**src/assert_macros.svh**
```systemverilog
// assertion helpers for the resampler
// no dependencies
`ifndef ASSERT_MACROS_SVH
`define ASSERT_MACROS_SVH

// same-cycle implication
`define AST_IMP(label, clk, rst, ante, cons) \
   label: assert property (@(posedge clk) disable iff (rst) (ante) |-> (cons)) \
      else $error("assertion failed");

// next-cycle implication
`define AST_NEXT(label, clk, rst, ante, cons) \
   label: assert property (@(posedge clk) disable iff (rst) (ante) |=> (cons)) \
      else $error("assertion failed");

`endif

```
**src/tvr_pkg.sv**
```systemverilog
// shared types, constants and helpers of the trilinear volume resampler
// no dependencies
`timescale 1ns / 1ps

package tvr_pkg;

   localparam int VALUE_BITS    = 16;
   localparam int COORD_BITS    = 8;
   localparam int IN_DIM_BITS   = 7;
   localparam int OUT_DIM_BITS  = 9;
   localparam int MAX_IN_DIM    = 64;
   localparam int MAX_OUT_DIM   = 256;
   localparam int IDX_BITS      = 6;
   localparam int ADDR_BITS     = 3 * IDX_BITS;
   localparam int STORE_DEPTH   = MAX_IN_DIM * MAX_IN_DIM * MAX_IN_DIM;
   localparam int FRAC_BITS     = 16;
   localparam int DIV_BITS      = 31;
   localparam int DIV_CNT_BITS  = 5;
   localparam int CSR_IDX_BITS  = 3;
   localparam int CSR_DATA_BITS = 9;

   localparam logic [CSR_IDX_BITS-1:0] REG_IN_WIDTH   = 3'd0;
   localparam logic [CSR_IDX_BITS-1:0] REG_IN_HEIGHT  = 3'd1;
   localparam logic [CSR_IDX_BITS-1:0] REG_IN_DEPTH   = 3'd2;
   localparam logic [CSR_IDX_BITS-1:0] REG_OUT_WIDTH  = 3'd3;
   localparam logic [CSR_IDX_BITS-1:0] REG_OUT_HEIGHT = 3'd4;
   localparam logic [CSR_IDX_BITS-1:0] REG_OUT_DEPTH  = 3'd5;

   localparam logic CMD_WRITE  = 1'b0;
   localparam logic CMD_SAMPLE = 1'b1;

   typedef struct packed {
      logic                          command;
      logic [COORD_BITS-1:0]         pos_x;
      logic [COORD_BITS-1:0]         pos_y;
      logic [COORD_BITS-1:0]         pos_z;
      logic signed [VALUE_BITS-1:0]  voxel_value;
   } req_type;

   typedef struct packed {
      logic signed [VALUE_BITS-1:0]  sample_value;
      logic                          out_of_range;
   } rsp_type;

   typedef enum logic [3:0] {
      ST_IDLE, ST_EXEC, ST_DIV_LOAD, ST_DIV_RUN, ST_MAP, ST_RD, ST_CAP,
      ST_XACC, ST_YMUL, ST_YACC, ST_ZMUL, ST_ZACC, ST_FIN
   } state_type;

   typedef enum logic [1:0] {
      MUL_X, MUL_Y, MUL_Z
   } mul_sel_type;

   typedef struct packed {
      logic         latch_req;
      logic         do_write;
      logic         div_load;
      logic         div_step;
      logic         map_load;
      logic [1:0]   axis;
      logic         rd_en;
      logic [2:0]   corner;
      logic         cap_a;
      logic         mul_en;
      mul_sel_type  mul_sel;
      logic         x_acc;
      logic         y_acc;
      logic         z_acc;
      logic         load_rsp;
   } ctl_cmd_type;

   typedef struct packed {
      logic is_sample;
      logic out_range;
      logic rsp_busy;
   } ctl_status_type;

   // zero reads as one, larger sizes saturate; only the low IN_DIM_BITS bits are kept
   function automatic logic [IN_DIM_BITS-1:0] sat_in_dim(input logic [CSR_DATA_BITS-1:0] v);
      logic [IN_DIM_BITS-1:0] m;
      m = v[IN_DIM_BITS-1:0];
      if (m == '0) return IN_DIM_BITS'(1);
      if (m > IN_DIM_BITS'(MAX_IN_DIM)) return IN_DIM_BITS'(MAX_IN_DIM);
      return m;
   endfunction

   function automatic logic [OUT_DIM_BITS-1:0] sat_out_dim(input logic [CSR_DATA_BITS-1:0] v);
      logic [OUT_DIM_BITS-1:0] m;
      m = v[OUT_DIM_BITS-1:0];
      if (m == '0) return OUT_DIM_BITS'(1);
      if (m > OUT_DIM_BITS'(MAX_OUT_DIM)) return OUT_DIM_BITS'(MAX_OUT_DIM);
      return m;
   endfunction

endpackage

```
**src/tvr_ctrl.sv**
```systemverilog
// sequencer of the resampler: division, neighbour reads and blends
// depends on tvr_pkg
`timescale 1ns / 1ps

module tvr_ctrl (
   input  logic                     clock,
   input  logic                     reset,
   input  logic                     req_valid,
   output logic                     req_ready,
   input  tvr_pkg::ctl_status_type  status,
   output tvr_pkg::ctl_cmd_type     cmd
);

   tvr_pkg::state_type                 state_ff, state_in;
   logic [1:0]                         axis_ff, axis_in;
   logic [tvr_pkg::DIV_CNT_BITS-1:0]   cnt_ff, cnt_in;
   logic [2:0]                         corner_ff, corner_in;

   always_ff @(posedge clock) begin
      if (reset) begin
         state_ff  <= tvr_pkg::ST_IDLE;
         axis_ff   <= '0;
         cnt_ff    <= '0;
         corner_ff <= '0;
      end else begin
         state_ff  <= state_in;
         axis_ff   <= axis_in;
         cnt_ff    <= cnt_in;
         corner_ff <= corner_in;
      end
   end

   always_comb begin
      state_in   = state_ff;
      axis_in    = axis_ff;
      cnt_in     = cnt_ff;
      corner_in  = corner_ff;
      req_ready  = 1'b0;
      cmd        = '0;
      cmd.axis   = axis_ff;
      cmd.corner = corner_ff;
      cmd.mul_sel = tvr_pkg::MUL_X;
      case (state_ff)
         tvr_pkg::ST_IDLE: begin
            req_ready = 1'b1;
            if (req_valid) begin
               cmd.latch_req = 1'b1;
               state_in = tvr_pkg::ST_EXEC;
            end
         end
         tvr_pkg::ST_EXEC: begin
            if (!status.is_sample) begin
               cmd.do_write = 1'b1;
               state_in = tvr_pkg::ST_IDLE;
            end else if (status.out_range) begin
               state_in = tvr_pkg::ST_FIN;
            end else begin
               axis_in = '0;
               state_in = tvr_pkg::ST_DIV_LOAD;
            end
         end
         tvr_pkg::ST_DIV_LOAD: begin
            cmd.div_load = 1'b1;
            cnt_in = '0;
            state_in = tvr_pkg::ST_DIV_RUN;
         end
         tvr_pkg::ST_DIV_RUN: begin
            cmd.div_step = 1'b1;
            if (cnt_ff == tvr_pkg::DIV_CNT_BITS'(tvr_pkg::DIV_BITS - 1)) begin
               state_in = tvr_pkg::ST_MAP;
            end else begin
               cnt_in = cnt_ff + 1'b1;
            end
         end
         tvr_pkg::ST_MAP: begin
            cmd.map_load = 1'b1;
            if (axis_ff == 2'd2) begin
               corner_in = '0;
               state_in = tvr_pkg::ST_RD;
            end else begin
               axis_in = axis_ff + 1'b1;
               state_in = tvr_pkg::ST_DIV_LOAD;
            end
         end
         tvr_pkg::ST_RD: begin
            cmd.rd_en = 1'b1;
            state_in = tvr_pkg::ST_CAP;
         end
         tvr_pkg::ST_CAP: begin
            if (!corner_ff[0]) begin
               cmd.cap_a = 1'b1;
               corner_in = corner_ff + 1'b1;
               state_in = tvr_pkg::ST_RD;
            end else begin
               cmd.mul_en = 1'b1;
               cmd.mul_sel = tvr_pkg::MUL_X;
               state_in = tvr_pkg::ST_XACC;
            end
         end
         tvr_pkg::ST_XACC: begin
            cmd.x_acc = 1'b1;
            if (corner_ff[1]) begin
               state_in = tvr_pkg::ST_YMUL;
            end else begin
               corner_in = corner_ff + 1'b1;
               state_in = tvr_pkg::ST_RD;
            end
         end
         tvr_pkg::ST_YMUL: begin
            cmd.mul_en = 1'b1;
            cmd.mul_sel = tvr_pkg::MUL_Y;
            state_in = tvr_pkg::ST_YACC;
         end
         tvr_pkg::ST_YACC: begin
            cmd.y_acc = 1'b1;
            if (corner_ff == 3'd7) begin
               state_in = tvr_pkg::ST_ZMUL;
            end else begin
               corner_in = corner_ff + 1'b1;
               state_in = tvr_pkg::ST_RD;
            end
         end
         tvr_pkg::ST_ZMUL: begin
            cmd.mul_en = 1'b1;
            cmd.mul_sel = tvr_pkg::MUL_Z;
            state_in = tvr_pkg::ST_ZACC;
         end
         tvr_pkg::ST_ZACC: begin
            cmd.z_acc = 1'b1;
            state_in = tvr_pkg::ST_FIN;
         end
         tvr_pkg::ST_FIN: begin
            if (!status.rsp_busy) begin
               cmd.load_rsp = 1'b1;
               state_in = tvr_pkg::ST_IDLE;
            end
         end
         default: begin
            state_in = tvr_pkg::ST_IDLE;
         end
      endcase
   end

endmodule

```
**config.mk**
```make
export PLATFORM = sky130hd
export DESIGN_NAME = tvr_ctrl
export DESIGN_NICKNAME = d
export VERILOG_FILES = /design/src/assert_macros.svh /design/src/tvr_pkg.sv /design/src/tvr_ctrl.sv
export SDC_FILE = /design/constraint.sdc
export NUM_CORES = 1
export LEC_CHECK = 0
export BUFFER_PORTS_ARGS = -buffer_cell sky130_fd_sc_hd__buf_4
export CORE_MARGIN = 2
export CORE_UTILIZATION = 40
export DETAILED_ROUTE_END_ITERATION = 12
export PLACE_DENSITY = 0.68
export REMOVE_ABC_BUFFERS = 1
export SYNTH_ARGS = -nofsm -noshare
export SYNTH_HDL_FRONTEND = slang
export SYNTH_SLANG_ARGS = --single-unit
```
**constraint.sdc**
```tcl
create_clock -name clock -period 2.7 [get_ports clock]
set_clock_uncertainty 0.05 [all_clocks]
set_input_delay 0.135 -clock clock [delete_from_list [all_inputs] [get_ports clock]]
set_output_delay 0.135 -clock clock [all_outputs]
set_load 0.02 [all_outputs]
```
# Word-level counts from Yosys, hierarchy flattened
# Index checks and enable logic that the tools add are counted.
# Widths: inputs -> output; s select.
totals:
  wordCells: 84
  regBits: 14
  inputBits: 6
  out_inout_bits: 20
classes:
  n_reduce_logical: 10
  n_addsub: 3
  n_eq_ne: 26
  muxes: 39
ops:
  columns: ["cell", "n"]
  rows:
  - ["$pmux 4 s13", 1]
  - ["$mux 4", 7]
  - ["$ne 2x2->1 const B", 11]
  - ["$eq 4x4->1 const B", 5]
  - ["$mux 3", 6]
  - ["$eq 4x3->1 const B", 4]
  - ["$mux 1", 16]
  - ["$pmux 3 s4", 1]
  - ["$reduce_and 4->1", 3]
  - ["$pmux 5 s2", 1]
  - ["$pmux 3 s3", 1]
  - ["$eq 4x2->1 const B", 2]
  - ["$mux 2", 4]
  - ["$add 5x1->5 const B", 1]
  - ["$eq 5x5->1 const B", 1]
  - ["$mux 5", 1]
  - ["$reduce_and 5->1", 1]
  - ["$eq 4x1->1 const B", 1]
  - ["$logic_not 4->1", 1]
  - ["$pmux 2 s2", 1]
  - ["$reduce_bool 2->1", 2]
  - ["$reduce_bool 4->1", 1]
  - ["$add 3x1->3 const B", 1]
  - ["$eq 3x3->1 const B", 1]
  - ["other kinds (4)", 4]

# Longest topological paths before layout
# Gate-level depths: netlist (run 1).
logic_depth:
  depth_word: 3
  ltp_mapped: 7
  ltp_nobuf: 6

# Least setup slack after synthesis (run 1)
# OpenSTA, ideal clock, no wires.
synth_timing:
  path_type: "register to register"
  from: "register state_ff[0]"
  to: "register state_ff[0]"
  path_buffers: 2
  setup_ps: 132
  synth_period_minus_slack_ps: 1986
  t_required_ps: 2518
  arrival_ps: 1804
  stages_incl_launch_ff: 7
  setup_slack_ps: 714
  cell_sequence: "dfxtp_1 > buf_2 > clkbuf_1 > nor4_1 > a221oi_1 > o31ai_1 > o21ai_0"
synth_via:
  elab_chain_len: 3
  word_cells_on_any_way: 18
  classes_between: "eq/ne (15); mux (1); reduce/logical (2)"
synth_lines:
  columns: ["element", "line_no", "rtl"]
  rows:
  - ["start: declaration", "tvr_ctrl.sv:14", "tvr_pkg::state_type state_ff, state_in;"]
  - ["start signal: assignment", "tvr_ctrl.sv:21", "state_ff <= tvr_pkg::ST_IDLE;"]
  - ["start signal: assignment", "tvr_ctrl.sv:26", "state_ff <= state_in;"]
  - ["$eq 4x2->1 (tied with other cells)", "tvr_ctrl.sv:43", "case (state_ff)"]
  - ["$ne 2x2->1 (no source line)", null, null]
  - ["$reduce_and 3->1 (no source line)", null, null]
# Several ways; a longest one is shown, not always the timed one.
# A chain may end at the register's enable or synchronous reset.

==> results of run 1 <==
-- worst min-delay path: cells and delay by family --
| kind | cells | cell delay, ns |
|---|---|---|
| buffers and inverters | 1 | 0.09 |
| AO/OA/AOI/OAI | 1 | 0.06 |
| AND/OR/NAND/NOR | 1 | 0.05 |
-- cell families after synthesis --
family	synth area share, %
buffers and inverters	7.27
AO/OA/AOI/OAI	20.9
adder cells (fa/ha/maj)	8.81
flip-flops	24.7
AND/OR/NAND/NOR	32.9
XOR/XNOR	0.771
multiplexers	4.63
-- flip-flops by register name, indices dropped and copies added (netlist names) --
signal,cells
axis_ff,2
corner_ff,3
cnt_ff,5
state_ff,4
-- power by group through the flow --
stage               clock network [mW]  logic (mW)  registers, mW
global placement                     0       0.212          0.256
floorplan                            0       0.133          0.262
CTS                              0.164       0.218          0.254
finish                           0.166       0.218          0.255
detailed placement                   0       0.216          0.259
global route                     0.178       0.237          0.260
-- cell type report --
type	count	area share [%]
Multi-Input combinational cell	114	56.8
Clock buffer	4	2.67
Sequential cell	14	20.6
Timing Repair Buffer	26	14.3
Tap cell	31	2.85
Inverter	10	2.76
-- worst max path at each step --
stage,from,end,slack (ns),cells after the start
6_report,state_ff[2]$_SDFFE_PP0P_,cmd[14],0.67,3
5_1_grt,state_ff[1]$_SDFFE_PP0P_,cnt_ff[3]$_SDFFE_PP0P_,0.49,4
4_1_cts,state_ff[1]$_SDFFE_PP0P_,cmd[7],0.70,3
3_5_place_dp,state_ff[1]$_SDFFE_PP0P_,cnt_ff[1]$_SDFFE_PP0P_,0.74,4
3_3_place_gp,state_ff[1]$_SDFFE_PP0P_,cnt_ff[1]$_SDFFE_PP0P_,0.84,4
2_1_floorplan,state_ff[1]$_SDFFE_PP0P_,cnt_ff[1]$_SDFFE_PP0P_,0.69,4
-- routing by layer --
layer,GRT usage (%),vias to the layer above
li1,-,565
met1,24.4,533
met2,29.9,49
met3,3.17,7
met4,8.64,0
met5,0,-
-- placed cells by master (no fill, tap or decap), types with 5 or more instances in the layout --
cell,netlist,final
nand2_1,9,9
dfxtp_1,14,14
buf_4,0,26
a21oi_1,11,11
nand2b_1,9,9
ha_1,8,8
inv_1,10,10
nor2_1,18,18
o21ai_0,5,5
==> summary.txt, run 1 <==
Floorplanning
  – Chip Width: ~57 um
  – Chip height: 57.3 um
  – IO Pins: 26
  – Die area: 0.00328 mm^2
  – CORE AREA: 0.00273 mm^2
  – Starting density of the core: approximately 42%
  – Cell row count: 19

Setup path
  – Critical Path End Type: output port
  – Max stage delay on crit path: a little under 0.7 ns
  – Type of origin of the critical path: flip-flop
  – FF-to-FF Start: state_ff[1]$_SDFFE_PP0P_
  – Crit path buffers/inverters: 2
  – Crit-path cells: or4b_1 -> inv_1 -> buf_4
  – Crit path arrival time: 1.84 ns
  – Critical path peak fanout: 18
  – Worst path slowest cell: dfxtp_1
  – Kind of critical path: reg2out
  – Req. time, crit path: 2.52 ns
  – Worst R2R End: cnt_ff[1]$_SDFFE_PP0P_
  – Worst-case reg-to-reg path depth: 4
  – R2r setup slk: 0.71 ns
  – CP delay by family, top: flip-flops

Power
  – Sequential power share: 39.9%
  – Internal: 396 uW
  – Cell Pwr Density: 470 mW/mm^2
  – Leak: 0.553 nW
  – Switch share: 38.1%
  – Comb pwr share: approximately a third
  – PnR Total Power: around 640 uW
  – Clk pwr share: between 20% and 30%
  – Worst ir drop on vdd: roughly 290 uV
  – Switching pwr: 244 uW

Route
  – First-pass DRT Iterations: 4
  – Remaining DRCs: 0
  – Highest metal used: met4
  – Drt initial violations: 45
  – Vias: 1154
  – WL final: 2.87 mm
  – Met2 wire len: 1.39 mm
  – WL met1: between 1 and 1.5 mm
  – Drt wl/cell: around 14 um
  – Met3 routed WL: 183 um
  – Vias per inst: 5.80
  – Post-DRT Antenna Nets: 0

Clock network
  – H-tree levels: 1
  – CTS Buf Count: 3
  – Clock tree buffer depth: 2
  – Post-cts sizing count: 0
  – CTS tree: yes
  – Cts hold-fix bufs: 0
  – Setup bufs post-CTS: 0
  – Clock latency on the worst-skew pair: between 0.2 and 0.3 ns
  – Clk sink count: 14
  – Clk root buf: clkbuf_4
  – Worst-path clk slew: 0.10 ns

Yosys
  – Mean Syn Cell Area: ~7.7 um^2
  – Top cell type by total area after synthesis: dfxtp_1
  – Yosys top cell area share: approximately 25%
  – Yosys cell types: 45
  – Asr flop ratio synth: 0%
  – Mapped cell area: ~0.0011 mm^2
  – Post-Syn Instances: 147
  – Top cells by count, synth: nor2_1 (18), dfxtp_1 (14), a21oi_1 (11)
  – Synth Register Bits: 14
  – Synth Flop Type: dfxtp_1
  – Top-count cell post-synth: nor2_1
  – Syn. warnings: 0
  – Top post-synthesis cells by area: dfxtp_1 (25%), ha_1 (8.8%), nor2_1 (5.9%), nand2b_1 (5.0%), a21oi_1 (4.8%)
  – EDFF count, synth: 0
  – Post-synthesis sequential area ratio: 24.7%

Cells and area
  – Fin util: around 50%
  – Footprint of the multi-input gates: 773 um^2
  – Area growth syn-to-layout: 19.8%
  – Final nets: 183
  – Fill count: 264
  – Finished Cell Area: 0.00136 mm^2
  – Storage element area: between 200 and 300 um^2
  – N_diodes: 0
  – Final Non-Filler Cells: 199
  – Share of cells above drive strength 1: 21.4%

Global route
  – Largest net degree at the start of global routing: 26
  – Antenna violations before repair: 0
  – First-pass GRT wire length: 4.82 mm
  – Total GRT Usage: 18.6%
  – GRT overflow: 0
  – Number of global-route vias before repair: ~1000

Timing
  – Final slew viol count: 0
  – Worst rel slew slack: 51.4%
  – Final hold violations: 0
  – Fmax: 493 MHz
  – Min cycle time layout: ~2 ns
  – Setup TNS: 0 ns
  – Setup WS post-layout: 0.673 ns
  – Hold Slack: 0.0305 ns
  – Setup-failing EPs final: 0
  – Final worst path period share: 75.1%
  – Unrepaired setup endpoints after global routing: no
  – Least-Margin Pin Slew: between 0.7 and 0.8 ns

Worst hold path
  – Min-delay src: status[0]
  – Hold path cells: 3
  – Min-Delay Path Class: in2reg
  – Hold Path End: state_ff[2]$_SDFFE_PP0P_

Flow run
  – Max_cap viols: 0

Outcome
  – Outcome: finished, final reports clean

Place
  – Final estimated routing congestion in global placement: between 0.8 and 0.9
  – Post-DP HPWL: 2.07 mm
  – DP Worst Slack: 0.744 ns
  – Area after DPL: 0.00133 mm^2
  – Placed cells: roughly 200
  – Port bufs: 25
Note: power is estimated with default switching activity, not from simulation.
==> inputs of run 2 (changes only) <==
==> constraint.sdc (replaced) <==
create_clock -name clock -period 1.9 [get_ports clock]
set_clock_uncertainty 0.05 [all_clocks]
set_input_delay 0.095 -clock clock [delete_from_list [all_inputs] [get_ports clock]]
set_output_delay 0.095 -clock clock [all_outputs]
set_load 0.02 [all_outputs]
==> summary.txt, run 2 (synthesis gave the netlist of run 1 again) <==
Clock network
  – Clock latency on the worst-skew pair: 0.29 ns
  – Clk root buf: clkbuf_4
  – Worst-path clk slew: around 0.1 ns
  – CTS Buf Count: 3
  – Clock tree buffer depth: 2
  – H-tree levels: 1
  – CTS tree: yes
  – Clk sink count: 14

Cells and area
  – Final Non-Filler Cells: around 210
  – Share of cells above drive strength 1: a little over a quarter
  – Fill count: roughly 260
  – Area growth syn-to-layout: 27.6%
  – Max FFs per register: 5
  – N_diodes: 0
  – Fin util: 53.0%
  – Final nets: 193
  – Top reg by flops: cnt_ff
  – Most frequent cells in the layout: buf_4 (34), nor2_1 (18), dfxtp_1 (12), a21oi_1 (11), inv_1 (10)
  – Largest regs: cnt_ff: 5 flops, state_ff: 4 flops, corner_ff: 3 flops
  – Commonest non-fill, non-tap cell in the layout: buf_4

Route
  – Remaining DRCs: 0
  – First-pass DRT Iterations: 4
  – Drt initial violations: 40
  – Drt wl/cell: 13.7 um
  – Vias: 1199
  – Vias per inst: 5.74
  – WL final: roughly 2.9 mm
  – Post-DRT Antenna Nets: 0

Global route
  – GRT overflow: 0
  – Global Route met3 Usage: 2.04%
  – GRT met2 Usage: 28.7%
  – Antenna violations before repair: 0
  – Total GRT Usage: 18.4%
  – Gr busiest metal: met2
  – Largest net degree at the start of global routing: 17
  – First-pass GRT wire length: ~4.8 mm
  – Met1 Use GR: between 20% and 30%
  – Number of global-route vias before repair: 1026

Place
  – Final estimated routing congestion in global placement: 0.870
  – Port bufs: 25
  – Placed cells: 203
  – Post-DP HPWL: 2.15 mm

Floorplanning
  – Chip height: 57.3 um
  – IO Pins: 26
  – CORE AREA: between 0.002 and 0.003 mm^2
  – Die area: ~0.0033 mm^2
  – Cell row count: 19
  – Starting density of the core: 41.6%
  – Chip Width: 57.3 um

Setup path
  – Crit path arrival time: about 1.6 ns
  – Req. time, crit path: 1.75 ns
  – Kind of critical path: reg2out
  – Critical path peak fanout: 14
  – Type of origin of the critical path: flip-flop
  – Critical Path End Type: output port

Timing
  – Final slew viol count: 0
  – Setup-failing EPs final: 0
  – Unrepaired setup endpoints after global routing: no
  – Hold Slack: 0.110 ns
  – Worst rel slew slack: between 70% and 80%
  – Final worst path period share: 93.7%
  – Setup TNS: 0 ns
  – Least-Margin Pin Slew: 0.430 ns
  – Min cycle time layout: 1.78 ns
  – Fmax: 562 MHz
  – Final hold violations: 0

Power
  – Cell Pwr Density: 652 mW/mm^2
  – Leak: 0.605 nW
  – PnR Total Power: 945 uW
  – Worst ir drop on vdd: 441 uV

Worst hold path
  – Min-Delay Path Class: in2reg

Flow run
  – Max_cap viols: 0

Outcome
  – Outcome: finished, final reports clean
run 2: worst paths after layout:
path                                                start                   endpoint  slack, ns  depth (start not counted)
worst max-delay path             state_ff[1]$_SDFFE_PP0P_                     cmd[7]       0.12                          4
worst min-delay path                            status[1]   state_ff[3]$_SDFFE_PP0P_       0.11                          3
worst min register to register  corner_ff[2]$_SDFFE_PP0P_  corner_ff[2]$_SDFFE_PP0P_       0.44                          2
worst max register to register   state_ff[3]$_SDFFE_PP0P_    axis_ff[1]$_SDFFE_PP0P_       0.16                          4
run 2: per-stage QoR:
stage / cell area [um^2] / setup slack (ns)
detailed placement: 1390 / 0.118
finish: 1450 / 0.120
global placement: 1390 / 0.193
CTS: 1450 / 0.0358
global route: 1450 / 0.0175
floorplan: 1090 / -0.110
run 2: what timing repair did:
| item | 4_1_cts | 5_1_grt |
|---|---|---|
| buffers inserted | 0 | 0 |
| gates resized for setup | 1 | 2 |
| hold buffers | 2 | 0 |
| hold endpoints to repair | 2 | 0 |
| endpoints found under the setup margin | 1 | 3 |
run 2: layout make-up:
| cell class | instances | area (um^2) | area share (%) |
|---|---|---|---|
| flip-flops and latches | 14 | 283 | 19.5 |
| inverters | 10 | 37.5 | 2.59 |
| multi-input cells | 114 | 779 | 53.8 |
| clock buffers | 4 | 36.3 | 2.50 |
| well taps | 31 | 38.8 | 2.67 |
| repair buffers | 36 | 275 | 19.0 |
run 2: report_power, final:
part / internal, mW / leakage [nW] / total, mW / switching, mW
logic: 0.170 / 0.470 / 0.369 / 0.199
registers: 0.310 / 0.114 / 0.346 / 0.0365
clock network: 0.117 / 0.0210 / 0.230 / 0.113
total: 0.597 / 0.605 / 0.945 / 0.349
run 2: worst max-delay path, stage by stage (launching register included):
cell	delay, ns
dfxtp_1	0.59
buf_4	0.23
nand3b_1	0.17
nor3_1	0.18
buf_4	0.17
run 2: layer usage:
metal	wire [um]	up-vias
li1	-	589
met1	1310	561
met2	1340	45
met3	187	4
met4	31	0
met5	0	-
